File: config.mk
export PLATFORM = sky130hd
export DESIGN_NAME = sorted_timer_queue
export DESIGN_NICKNAME = d
export VERILOG_FILES = /design/src/sv/sto_pkg.sv /design/src/sv/sto_ram.sv /design/src/sv/sorted_timer_queue.sv
export SDC_FILE = /design/constraint.sdc
export NUM_CORES = 2
export LEC_CHECK = 0
export BUFFER_PORTS_ARGS = -buffer_cell sky130_fd_sc_hd__buf_4
export CELL_PAD_IN_SITES_DETAIL_PLACEMENT = 0
export CELL_PAD_IN_SITES_GLOBAL_PLACEMENT = 1
export CORE_ASPECT_RATIO = 0.75
export CORE_UTILIZATION = 51
export CTS_CLUSTER_DIAMETER = 80
export DETAILED_ROUTE_END_ITERATION = 10
export GPL_ROUTABILITY_DRIVEN = 0
export GPL_TIMING_DRIVEN = 0
export PLACE_DENSITY_LB_ADDON = 0.05
export SKIP_LAST_GASP = 1
export SLEW_MARGIN = 20
export SYNTH_ARGS = -nofsm -noshare
export SYNTH_HDL_FRONTEND = slang
export SYNTH_SLANG_ARGS = --single-unit
File: constraint.sdc
create_clock -name clock -period 11.8 [get_ports clock]
set_clock_uncertainty 0.2 [all_clocks]
set_input_delay 0.59 -clock clock [delete_from_list [all_inputs] [get_ports clock]]
set_output_delay 0.59 -clock clock [all_outputs]
set_load 0.02 [all_outputs]
File: src/sv/sto_pkg.sv
// ----------------------------------------------------------------------------
// Sorted timer queue package
// Shared codes and default sizes for the sorted timer queue.
// ----------------------------------------------------------------------------
`default_nettype none
package sto_pkg;

   // sizes and reset values
   localparam int QUEUE_DEPTH_DEF = 16;
   localparam int OWNER_BITS_DEF  = 12;
   localparam logic [11:0] PRESCALE_RST = 12'd66;
   localparam logic [31:0] PERIOD_RST   = 32'd100000;

   // request operations
   localparam logic [1:0] OP_REGISTER = 2'd0;
   localparam logic [1:0] OP_TICK     = 2'd1;
   localparam logic [1:0] OP_CLEAR    = 2'd2;
   localparam logic [1:0] OP_RESERVED = 2'd3;   // ignored, answered with done

   // response kinds
   localparam logic [1:0] KIND_STATUS   = 2'd0;
   localparam logic [1:0] KIND_FIRED    = 2'd1;
   localparam logic [1:0] KIND_PERIODIC = 2'd2;
   localparam logic [1:0] KIND_DONE     = 2'd3;

   // registration status
   localparam logic [1:0] ST_OK       = 2'd0;
   localparam logic [1:0] ST_DISABLED = 2'd1;
   localparam logic [1:0] ST_FULL     = 2'd2;

   // control register indexes
   localparam logic [1:0] CSR_ENABLE   = 2'd0;
   localparam logic [1:0] CSR_PRESCALE = 2'd1;
   localparam logic [1:0] CSR_PERIOD   = 2'd2;

endpackage
`default_nettype wire

File: src/sv/sto_ram.sv
// ----------------------------------------------------------------------------
// Generic RAM
// One write port, one read port with registered, enable-gated read data.
// ----------------------------------------------------------------------------
`default_nettype none
module sto_ram #(
   parameter int WIDTH = 8,
   parameter int DEPTH = 16
) (
   input  wire logic                                   clock,
   input  wire logic                                   we,
   input  wire logic [(DEPTH > 1 ? $clog2(DEPTH) : 1)-1:0] waddr,
   input  wire logic [WIDTH-1:0]                       wdata,
   input  wire logic                                   re,
   input  wire logic [(DEPTH > 1 ? $clog2(DEPTH) : 1)-1:0] raddr,
   output logic      [WIDTH-1:0]                       rdata
);

   logic [WIDTH-1:0] mem_ff [DEPTH];

   always_ff @(posedge clock) begin
      if (we) begin
         mem_ff[waddr] <= wdata;
      end
      if (re) begin
         rdata <= mem_ff[raddr];
      end
   end

endmodule
`default_nettype wire

File: src/sv/sorted_timer_queue.sv
// ----------------------------------------------------------------------------
// Sorted timer queue
// Timer table kept sorted by expiry in a circular RAM, 64-bit time base.
// ----------------------------------------------------------------------------
//  channel | direction | tuser      | tdata (low bit up)                  | tlast
//  req_    | in        | operation  | delay, owner                        | -
//  rsp_    | out       | kind       | status, fired_owner, expiry, stamp  | last
//  csr_    | in        | -          | write enable, index, data           | -
//
//  Register: decode, a read and a compare per later entry and for the first
//  one not later, walking from the tail, one more read step when the entry
//  lands at the head, and the write; the request is taken in the idle state.
//  Tick: decode, a read and a compare per fired timer and for the first unexpired
//  entry (only the read if the table runs empty), then a closing step, with a
//  second one for a periodic result after fired timers. Clear and refusals: decode.
//  One result register; the sequencer stalls while it is held by rsp_tready.
//  Reset is synchronous; the table is empty after reset (fill count zero).
// ----------------------------------------------------------------------------
`default_nettype none
module sorted_timer_queue #(
   parameter int QUEUE_DEPTH = sto_pkg::QUEUE_DEPTH_DEF,
   parameter int OWNER_BITS  = sto_pkg::OWNER_BITS_DEF,
   localparam int REQ_W = ((64 + OWNER_BITS + 7) / 8) * 8,
   localparam int RSP_W = ((130 + OWNER_BITS + 7) / 8) * 8
) (
   input  wire logic             clock,
   input  wire logic             reset,
   input  wire logic             req_tvalid,
   output logic                  req_tready,
   input  wire logic [1:0]       req_tuser,   // operation
   input  wire logic [REQ_W-1:0] req_tdata,   // delay, owner
   output logic                  rsp_tvalid,
   input  wire logic             rsp_tready,
   output logic [1:0]            rsp_tuser,   // kind
   output logic [RSP_W-1:0]      rsp_tdata,   // status, fired_owner, expiry, timestamp
   output logic                  rsp_tlast,
   input  wire logic             csr_we,
   input  wire logic [1:0]       csr_index,
   input  wire logic [31:0]      csr_wdata
);

   localparam int AW = QUEUE_DEPTH > 1 ? $clog2(QUEUE_DEPTH) : 1;
   localparam int CW = $clog2(QUEUE_DEPTH + 1);
   localparam int EW = 64 + OWNER_BITS;

   localparam logic [3:0] S_IDLE     = 4'd0;
   localparam logic [3:0] S_DECODE   = 4'd1;
   localparam logic [3:0] S_INS_RD   = 4'd2;
   localparam logic [3:0] S_INS_CMP  = 4'd3;
   localparam logic [3:0] S_INS_PUT  = 4'd4;
   localparam logic [3:0] S_FIRE_RD  = 4'd5;
   localparam logic [3:0] S_FIRE_CMP = 4'd6;
   localparam logic [3:0] S_FIRE_END = 4'd7;

   // circular slot of an offset from the head
   function automatic logic [AW-1:0] slot(input logic [AW-1:0] head,
                                          input logic [CW-1:0] off);
      logic [AW:0] sum;
      sum = {1'b0, head} + (AW+1)'(off);
      if (sum >= (AW+1)'(QUEUE_DEPTH)) begin
         sum = sum - (AW+1)'(QUEUE_DEPTH);
      end
      return sum[AW-1:0];
   endfunction

   logic [3:0]  state_ff, state_in;
   logic        enable_ff;
   logic [11:0] prescale_ff;
   logic [31:0] period_ff;
   logic [63:0] time_ff, time_in;
   logic [11:0] pcount_ff, pcount_in;
   logic [63:0] nextp_ff, nextp_in;
   logic [AW-1:0] head_ff, head_in;
   logic [CW-1:0] count_ff, count_in;
   logic [CW-1:0] idx_ff, idx_in;
   logic [1:0]  op_ff;
   logic [63:0] delay_ff;
   logic [OWNER_BITS-1:0] owner_ff;
   logic [63:0] exp_ff, exp_in;
   logic        per_ff, per_in;
   logic        pend_ff, pend_in;
   logic [EW-1:0] pdata_ff, pdata_in;

   logic        rvalid_ff;
   logic [1:0]  rkind_ff;
   logic [1:0]  rstat_ff;
   logic [OWNER_BITS-1:0] rown_ff;
   logic [63:0] rexp_ff, rstamp_ff;
   logic        rlast_ff;

   // emission into the result register
   logic        emit;
   logic [1:0]  e_kind, e_status;
   logic [OWNER_BITS-1:0] e_owner;
   logic [63:0] e_exp;
   logic        e_last;
   logic        slot_free;

   // RAM ports
   logic          ram_we, ram_re;
   logic [AW-1:0] ram_waddr, ram_raddr;
   logic [EW-1:0] ram_wdata, ram_rdata;
   logic [63:0]   rd_exp;

   logic [64:0] sat_sum;
   logic [63:0] period_eff;
   logic [63:0] csr_period_eff;

   assign slot_free  = !rvalid_ff || rsp_tready;
   assign req_tready = (state_ff == S_IDLE);
   assign rd_exp     = ram_rdata[EW-1:OWNER_BITS];
   assign sat_sum    = {1'b0, time_ff} + {1'b0, delay_ff};
   assign period_eff = (period_ff == 32'd0) ? 64'd1 : {32'd0, period_ff};
   assign csr_period_eff = (csr_wdata == 32'd0) ? 64'd1 : {32'd0, csr_wdata};

   sto_ram #(.WIDTH(EW), .DEPTH(QUEUE_DEPTH)) u_table (
      .clock (clock),
      .we    (ram_we),
      .waddr (ram_waddr),
      .wdata (ram_wdata),
      .re    (ram_re),
      .raddr (ram_raddr),
      .rdata (ram_rdata)
   );

   // sequencer
   always_comb begin
      state_in  = state_ff;
      time_in   = time_ff;
      pcount_in = pcount_ff;
      nextp_in  = nextp_ff;
      head_in   = head_ff;
      count_in  = count_ff;
      idx_in    = idx_ff;
      exp_in    = exp_ff;
      per_in    = per_ff;
      pend_in   = pend_ff;
      pdata_in  = pdata_ff;
      emit      = 1'b0;
      e_kind    = sto_pkg::KIND_DONE;
      e_status  = sto_pkg::ST_OK;
      e_owner   = '0;
      e_exp     = '0;
      e_last    = 1'b1;
      ram_we    = 1'b0;
      ram_waddr = slot(head_ff, idx_ff);
      ram_wdata = ram_rdata;
      ram_re    = 1'b0;
      ram_raddr = head_ff;

      case (state_ff)
         S_IDLE: begin
            if (req_tvalid) begin
               state_in = S_DECODE;
            end
         end
         S_DECODE: begin
            case (op_ff)
               sto_pkg::OP_REGISTER: begin
                  if (!enable_ff || count_ff == CW'(QUEUE_DEPTH)) begin
                     if (slot_free) begin
                        emit     = 1'b1;
                        e_kind   = sto_pkg::KIND_STATUS;
                        e_status = enable_ff ? sto_pkg::ST_FULL : sto_pkg::ST_DISABLED;
                        e_owner  = owner_ff;
                        state_in = S_IDLE;
                     end
                  end else begin
                     exp_in   = sat_sum[64] ? '1 : sat_sum[63:0];
                     idx_in   = count_ff;
                     state_in = S_INS_RD;
                  end
               end
               sto_pkg::OP_TICK: begin
                  if (enable_ff) begin
                     if (pcount_ff >= prescale_ff) begin
                        pcount_in = '0;
                        time_in   = time_ff + 64'd1;
                        per_in    = (time_in == nextp_ff);
                     end else begin
                        pcount_in = pcount_ff + 12'd1;
                        per_in    = 1'b0;
                     end
                     pend_in  = 1'b0;
                     state_in = S_FIRE_RD;
                  end else if (slot_free) begin
                     emit     = 1'b1;
                     state_in = S_IDLE;
                  end
               end
               sto_pkg::OP_CLEAR: begin
                  if (slot_free) begin
                     count_in = '0;
                     emit     = 1'b1;
                     state_in = S_IDLE;
                  end
               end
               default: begin
                  if (slot_free) begin
                     emit     = 1'b1;
                     state_in = S_IDLE;
                  end
               end
            endcase
         end
         // walk from the tail towards the head, moving later entries up
         S_INS_RD: begin
            if (idx_ff == '0) begin
               state_in = S_INS_PUT;
            end else begin
               ram_re    = 1'b1;
               ram_raddr = slot(head_ff, idx_ff - CW'(1));
               state_in  = S_INS_CMP;
            end
         end
         S_INS_CMP: begin
            if (rd_exp <= exp_ff) begin
               state_in = S_INS_PUT;
            end else begin
               ram_we   = 1'b1;
               idx_in   = idx_ff - CW'(1);
               state_in = S_INS_RD;
            end
         end
         S_INS_PUT: begin
            if (slot_free) begin
               ram_we    = 1'b1;
               ram_wdata = {exp_ff, owner_ff};
               count_in  = count_ff + CW'(1);
               emit      = 1'b1;
               e_kind    = sto_pkg::KIND_STATUS;
               e_owner   = owner_ff;
               e_exp     = exp_ff;
               state_in  = S_IDLE;
            end
         end
         // expiry scan from the head; one fired entry held back to set last
         S_FIRE_RD: begin
            if (count_ff == '0) begin
               state_in = S_FIRE_END;
            end else begin
               ram_re   = 1'b1;
               state_in = S_FIRE_CMP;
            end
         end
         S_FIRE_CMP: begin
            if (rd_exp > time_ff) begin
               state_in = S_FIRE_END;
            end else if (!pend_ff || slot_free) begin
               emit     = pend_ff;
               e_kind   = sto_pkg::KIND_FIRED;
               e_owner  = pdata_ff[OWNER_BITS-1:0];
               e_exp    = pdata_ff[EW-1:OWNER_BITS];
               e_last   = 1'b0;
               pend_in  = 1'b1;
               pdata_in = ram_rdata;
               head_in  = slot(head_ff, CW'(1));
               count_in = count_ff - CW'(1);
               state_in = S_FIRE_RD;
            end
         end
         S_FIRE_END: begin
            if (slot_free) begin
               emit = 1'b1;
               if (pend_ff) begin
                  e_kind  = sto_pkg::KIND_FIRED;
                  e_owner = pdata_ff[OWNER_BITS-1:0];
                  e_exp   = pdata_ff[EW-1:OWNER_BITS];
                  e_last  = !per_ff;
                  pend_in = 1'b0;
                  if (!per_ff) begin
                     state_in = S_IDLE;
                  end
               end else if (per_ff) begin
                  e_kind   = sto_pkg::KIND_PERIODIC;
                  e_exp    = nextp_ff;
                  nextp_in = nextp_ff + period_eff;
                  per_in   = 1'b0;
                  state_in = S_IDLE;
               end else begin
                  state_in = S_IDLE;
               end
            end
         end
         default: begin
            state_in = S_IDLE;
         end
      endcase

      // a period write reloads the next periodic time (user writes only while idle, unchecked)
      if (csr_we && csr_index == sto_pkg::CSR_PERIOD) begin
         nextp_in = time_ff + csr_period_eff;
      end
   end

   // control state
   always_ff @(posedge clock) begin
      if (reset) begin
         state_ff    <= S_IDLE;
         enable_ff   <= 1'b0;
         prescale_ff <= sto_pkg::PRESCALE_RST;
         period_ff   <= sto_pkg::PERIOD_RST;
         time_ff     <= '0;
         pcount_ff   <= '0;
         nextp_ff    <= {32'd0, sto_pkg::PERIOD_RST};
         head_ff     <= '0;
         count_ff    <= '0;
         per_ff      <= 1'b0;
         pend_ff     <= 1'b0;
         rvalid_ff   <= 1'b0;
      end else begin
         state_ff  <= state_in;
         time_ff   <= time_in;
         pcount_ff <= pcount_in;
         nextp_ff  <= nextp_in;
         head_ff   <= head_in;
         count_ff  <= count_in;
         per_ff    <= per_in;
         pend_ff   <= pend_in;
         if (emit) begin
            rvalid_ff <= 1'b1;
         end else if (rsp_tready) begin
            rvalid_ff <= 1'b0;
         end
         // register writes; the user writes them only while idle, the block does not enforce it
         if (csr_we) begin
            case (csr_index)
               sto_pkg::CSR_ENABLE:   enable_ff   <= csr_wdata[0];
               sto_pkg::CSR_PRESCALE: prescale_ff <= csr_wdata[11:0];
               sto_pkg::CSR_PERIOD:   period_ff   <= csr_wdata;
               default: begin
               end
            endcase
         end
      end
   end

   // payload registers
   always_ff @(posedge clock) begin
      idx_ff   <= idx_in;
      exp_ff   <= exp_in;
      pdata_ff <= pdata_in;
      if (req_tvalid && req_tready) begin
         op_ff    <= req_tuser;
         delay_ff <= req_tdata[63:0];
         owner_ff <= req_tdata[64 +: OWNER_BITS];
      end
      if (emit) begin
         rkind_ff  <= e_kind;
         rstat_ff  <= e_status;
         rown_ff   <= e_owner;
         rexp_ff   <= e_exp;
         rstamp_ff <= time_ff;
         rlast_ff  <= e_last;
      end
   end

   assign rsp_tvalid = rvalid_ff;
   assign rsp_tuser  = rkind_ff;
   assign rsp_tlast  = rlast_ff;
   assign rsp_tdata  = RSP_W'({rstamp_ff, rexp_ff, rown_ff, rstat_ff});

endmodule
`default_nettype wire

==> impl_metrics.yaml <==
run:
  maxCapViolCount: 0
worst_hold_path:
  min_from: "csr_we"
  min_path_type: "in2reg"
  min_to: "enable_ff$_SDFFE_PP0P_"
  hold_depth: 4
detailed_routing:
  final_antenna_net_count: 0
  wl_per_cell_um: 28.8
  vias_per_cell: 6.28
  wirelength_um: 302000
  drc: 0
  drt_iter0_drc: 9415
  vias: 66000
  firstDrtPassIters: 6
grt:
  grtUsageTotal_pct: 34.7
  grt_overflow: 0
  grt_pass1_wl_um: 427000
  grt_max_degree: 53
  grt_pass1_vias: 59500
  antenna_found_initial: 17
clocking:
  cts_tree: "built"
  numCtsBuffers: 184
  h-tree-depth: 4
  postCtsSetupBuffers: 0
  clk_latency_ps: 850
  clockBufferDepth: 3
  clk_pin_slew_ps: 60
  clock_sinks: 1861
  root_buffer: "clkbuf_16"
cells_and_area:
  final_common_cell: "edfxtp_1"
  synthToLayoutAreaGrowth_pct: 17.0
  fin_cells: 10500
  drive_gt1_share_pct: 9.94
  final_nets: 8504
  mostFrequentLayoutCells: "1660 x edfxtp_1, 1210 x nand2_1, 484 x clkbuf_1"
floorplan:
  row_count: 130
  die_height_um: 358
  die_area_mm2: 0.171
  coreArea_mm2: 0.168
  num_io_pins: 270
  start_util_pct: 51.5
  dieWidth_um: 477
logic_synthesis:
  synth-seq-area-share_pct: 62.4
  syn-cell-area_mm2: 0.0863
  synth_edf_count: 1660
  synthMuxAreaShare_pct: 0.144
  synth-xor-area-share_pct: 3.53
  synth-compound-area-share_pct: 13.9
  syn_avg_cell_area_um2: 11.7
  synth_top_family_by_area: "compound AO/OA/AOI/OAI gates"
  ys.flop_type: "edfxtp_1"
  synthAdderAreaFrac_pct: 4.21
  synth_seq_cells: 1861
  ys_types: 88
  async_reset_ff_share_pct: 0
  ys_warn_count: 0
  synth_cells: 7385
  synthSimpleGateAreaFrac_pct: 12.6
power_and_ir_drop:
  leakage_nw: 35.8
  p_comb_share_pct: 2.4
  seq_power_share_pct: 52.8
  p_switching_mw: 2.89
  p_clk_share_pct: 44.8
  p_int_mw: 10.6
  power_density_mw_per_mm2: 134
  p_sw_share_pct: 21.4
  p_total_mw: 13.5
  ir_drop_mv: 0.142
worst_setup_path:
  worstPathMaxFanout: 10
  crit_path_start_kind: "input pin"
  rr_worst_depth: 13
  cp-end-kind: "flip-flop"
  criticalPathCategory: "in2reg"
  cp.required_ps: 12260
  r2r_slack_ps: 4890
  reg2reg_to: "rexp_ff[21]$_DFFE_PP_"
  arrival_ps: 7410
  r2r_start: "time_ff[63]$_SDFFE_PP0P_"
timing:
  rsz0062_at_grt: "no"
  drv_slew: 0
  period_share_pct: 58.8
  fmax_mhz: 144
  timing.hold.ws_ps: 70.6
  post-route-min-period_ps: 6940
  final-setup-viol-count: 0
  tightest_slew_ps: 1390
  hold_viol: 0
  relSlewSlack_pct: 7.53
placement:
  dp.cells: 10000
  hpwl_um: 227000
  io_buffer_count: 262
outcome:
  status: "complete, no violations"
==> kinds of logic (layout without fill, tap and decap cells) <==
group | Yosys count | count (layout)
flops | 1861 | 1861
fa+ha+maj | 287 | 287
compound gates | 1787 | 1787
xor+xnor | 348 | 348
simple gates | 2381 | 2381
other cells | 1 | 10
buf+inv | 708 | 1578
mux | 12 | 12
==> registers in the layout (all words and copies together), names as in the netlist, 4 cells and up <==
name / count
u_table.rdata: 76
rown_ff: 12
count_ff: 5
exp_ff: 64
head_ff: 4
prescale_ff: 12
rexp_ff: 64
u_table.mem_ff: 1216
idx_ff: 5
owner_ff: 12
period_ff: 32
delay_ff: 64
pcount_ff: 12
pdata_ff: 76
nextp_ff: 64
state_ff: 4
time_ff: 64
rstamp_ff: 64
==> what timing repair did <==
action                                 in CTS  in global routing
hold buffers                              113                  0
gates resized for setup                     0                  0
endpoints found under the hold margin     124                  0
==> synthesized netlist by cell type, types with 53 or more instances <==
library cell / count / area, um2
edfxtp_1: 1660 / 49800
nand2_1: 1210 / 4540
clkbuf_1: 488 / 1830
a211oi_1: 432 / 3240
a21oi_1: 415 / 2080
nor2_1: 324 / 1220
and2_1: 313 / 1960
ha_1: 281 / 3520
xnor2_1: 249 / 2180
dfxtp_1: 201 / 4020
o21ai_0: 199 / 996
inv_1: 187 / 702
a31oi_1: 177 / 1110
a311oi_1: 158 / 1380
nor3_1: 116 / 581
nand3_1: 112 / 561
a21o_1: 107 / 803
xor2_1: 99 / 867
nand4_1: 92 / 576
a22oi_1: 58 / 435
nor4_1: 53 / 332
==> per-stage QoR <==
step	instance area, um2	setup TNS, ps	util (%)	worst slack (ps)
floorplan	86300	0	-	2580
global placement	91100	-822310	54.3	-3840
detailed placement	93700	0	55.9	4950
CTS	101000	0	60.2	5190
global route	101000	0	60.2	4780
finish	101000	0	60.2	4860
==> critical path, stage by stage <==
cell and delay (ps):
dlygate4sd3_1 530, buf_4 160, nor4_1 560, nand4_1 320, o21bai_1 430, ha_1 290
fa_1 260, a211oi_1 100, o21bai_1 160, a21oi_1 210, o211ai_1 440, a41oi_1 340
o21ai_0 1020, nand2_1 710, clkbuf_1 500, xnor2_1 230, nor2_1 430, a211oi_1 110
==> power by group through the flow <==
stage | logic, mW | registers (mW) | clock network (mW)
floorplan | 0.162 | 7.26 | 0
global placement | 0.280 | 7.28 | 0
detailed placement | 0.287 | 7.27 | 0
CTS | 0.319 | 7.13 | 6.08
global route | 0.352 | 7.13 | 6.33
finish | 0.330 | 7.13 | 6.05
==> worst max-delay path by stage <==
stage                                      endpoint                     start  slack (ps)  depth (start not counted)
after global placement      rstamp_ff[61]$_DFFE_PP_  state_ff[3]$_SDFFE_PP0P_       -3840                          6
after global routing      nextp_ff[32]$_SDFFE_PP0P_             csr_wdata[23]        4780                         18
after CTS                   rstamp_ff[61]$_DFFE_PP_  time_ff[63]$_SDFFE_PP0P_        5190                         16
final                     nextp_ff[32]$_SDFFE_PP0P_             csr_wdata[23]        4860                         18
after floorplan                rexp_ff[0]$_DFFE_PP_   time_ff[1]$_SDFFE_PP0P_        2580                         11
after detailed placement  nextp_ff[32]$_SDFFE_PP0P_             csr_wdata[23]        4950                         17
==> layout make-up <==
class,instances,area (um2)
clock inverter,124,1260
fill,13500,66700
tap,2244,2810
inverter,189,723
multi-input combinational,4818,30000
buffer,519,2040
clock buffer,223,4860
timing repair buffer,523,5400
sequential,1861,53900
antenna,7,17.5
==> layer usage <==
metal	global-route usage, %	vias to the layer above	wire (um)
met1	53.3	32700	133000
met2	47.6	3829	123000
met4	10.1	10	8990
met5	0	-	121
li1	-	28900	-
met3	9.39	515	37300
No activity file was read; power rests on OpenSTA's default activity.
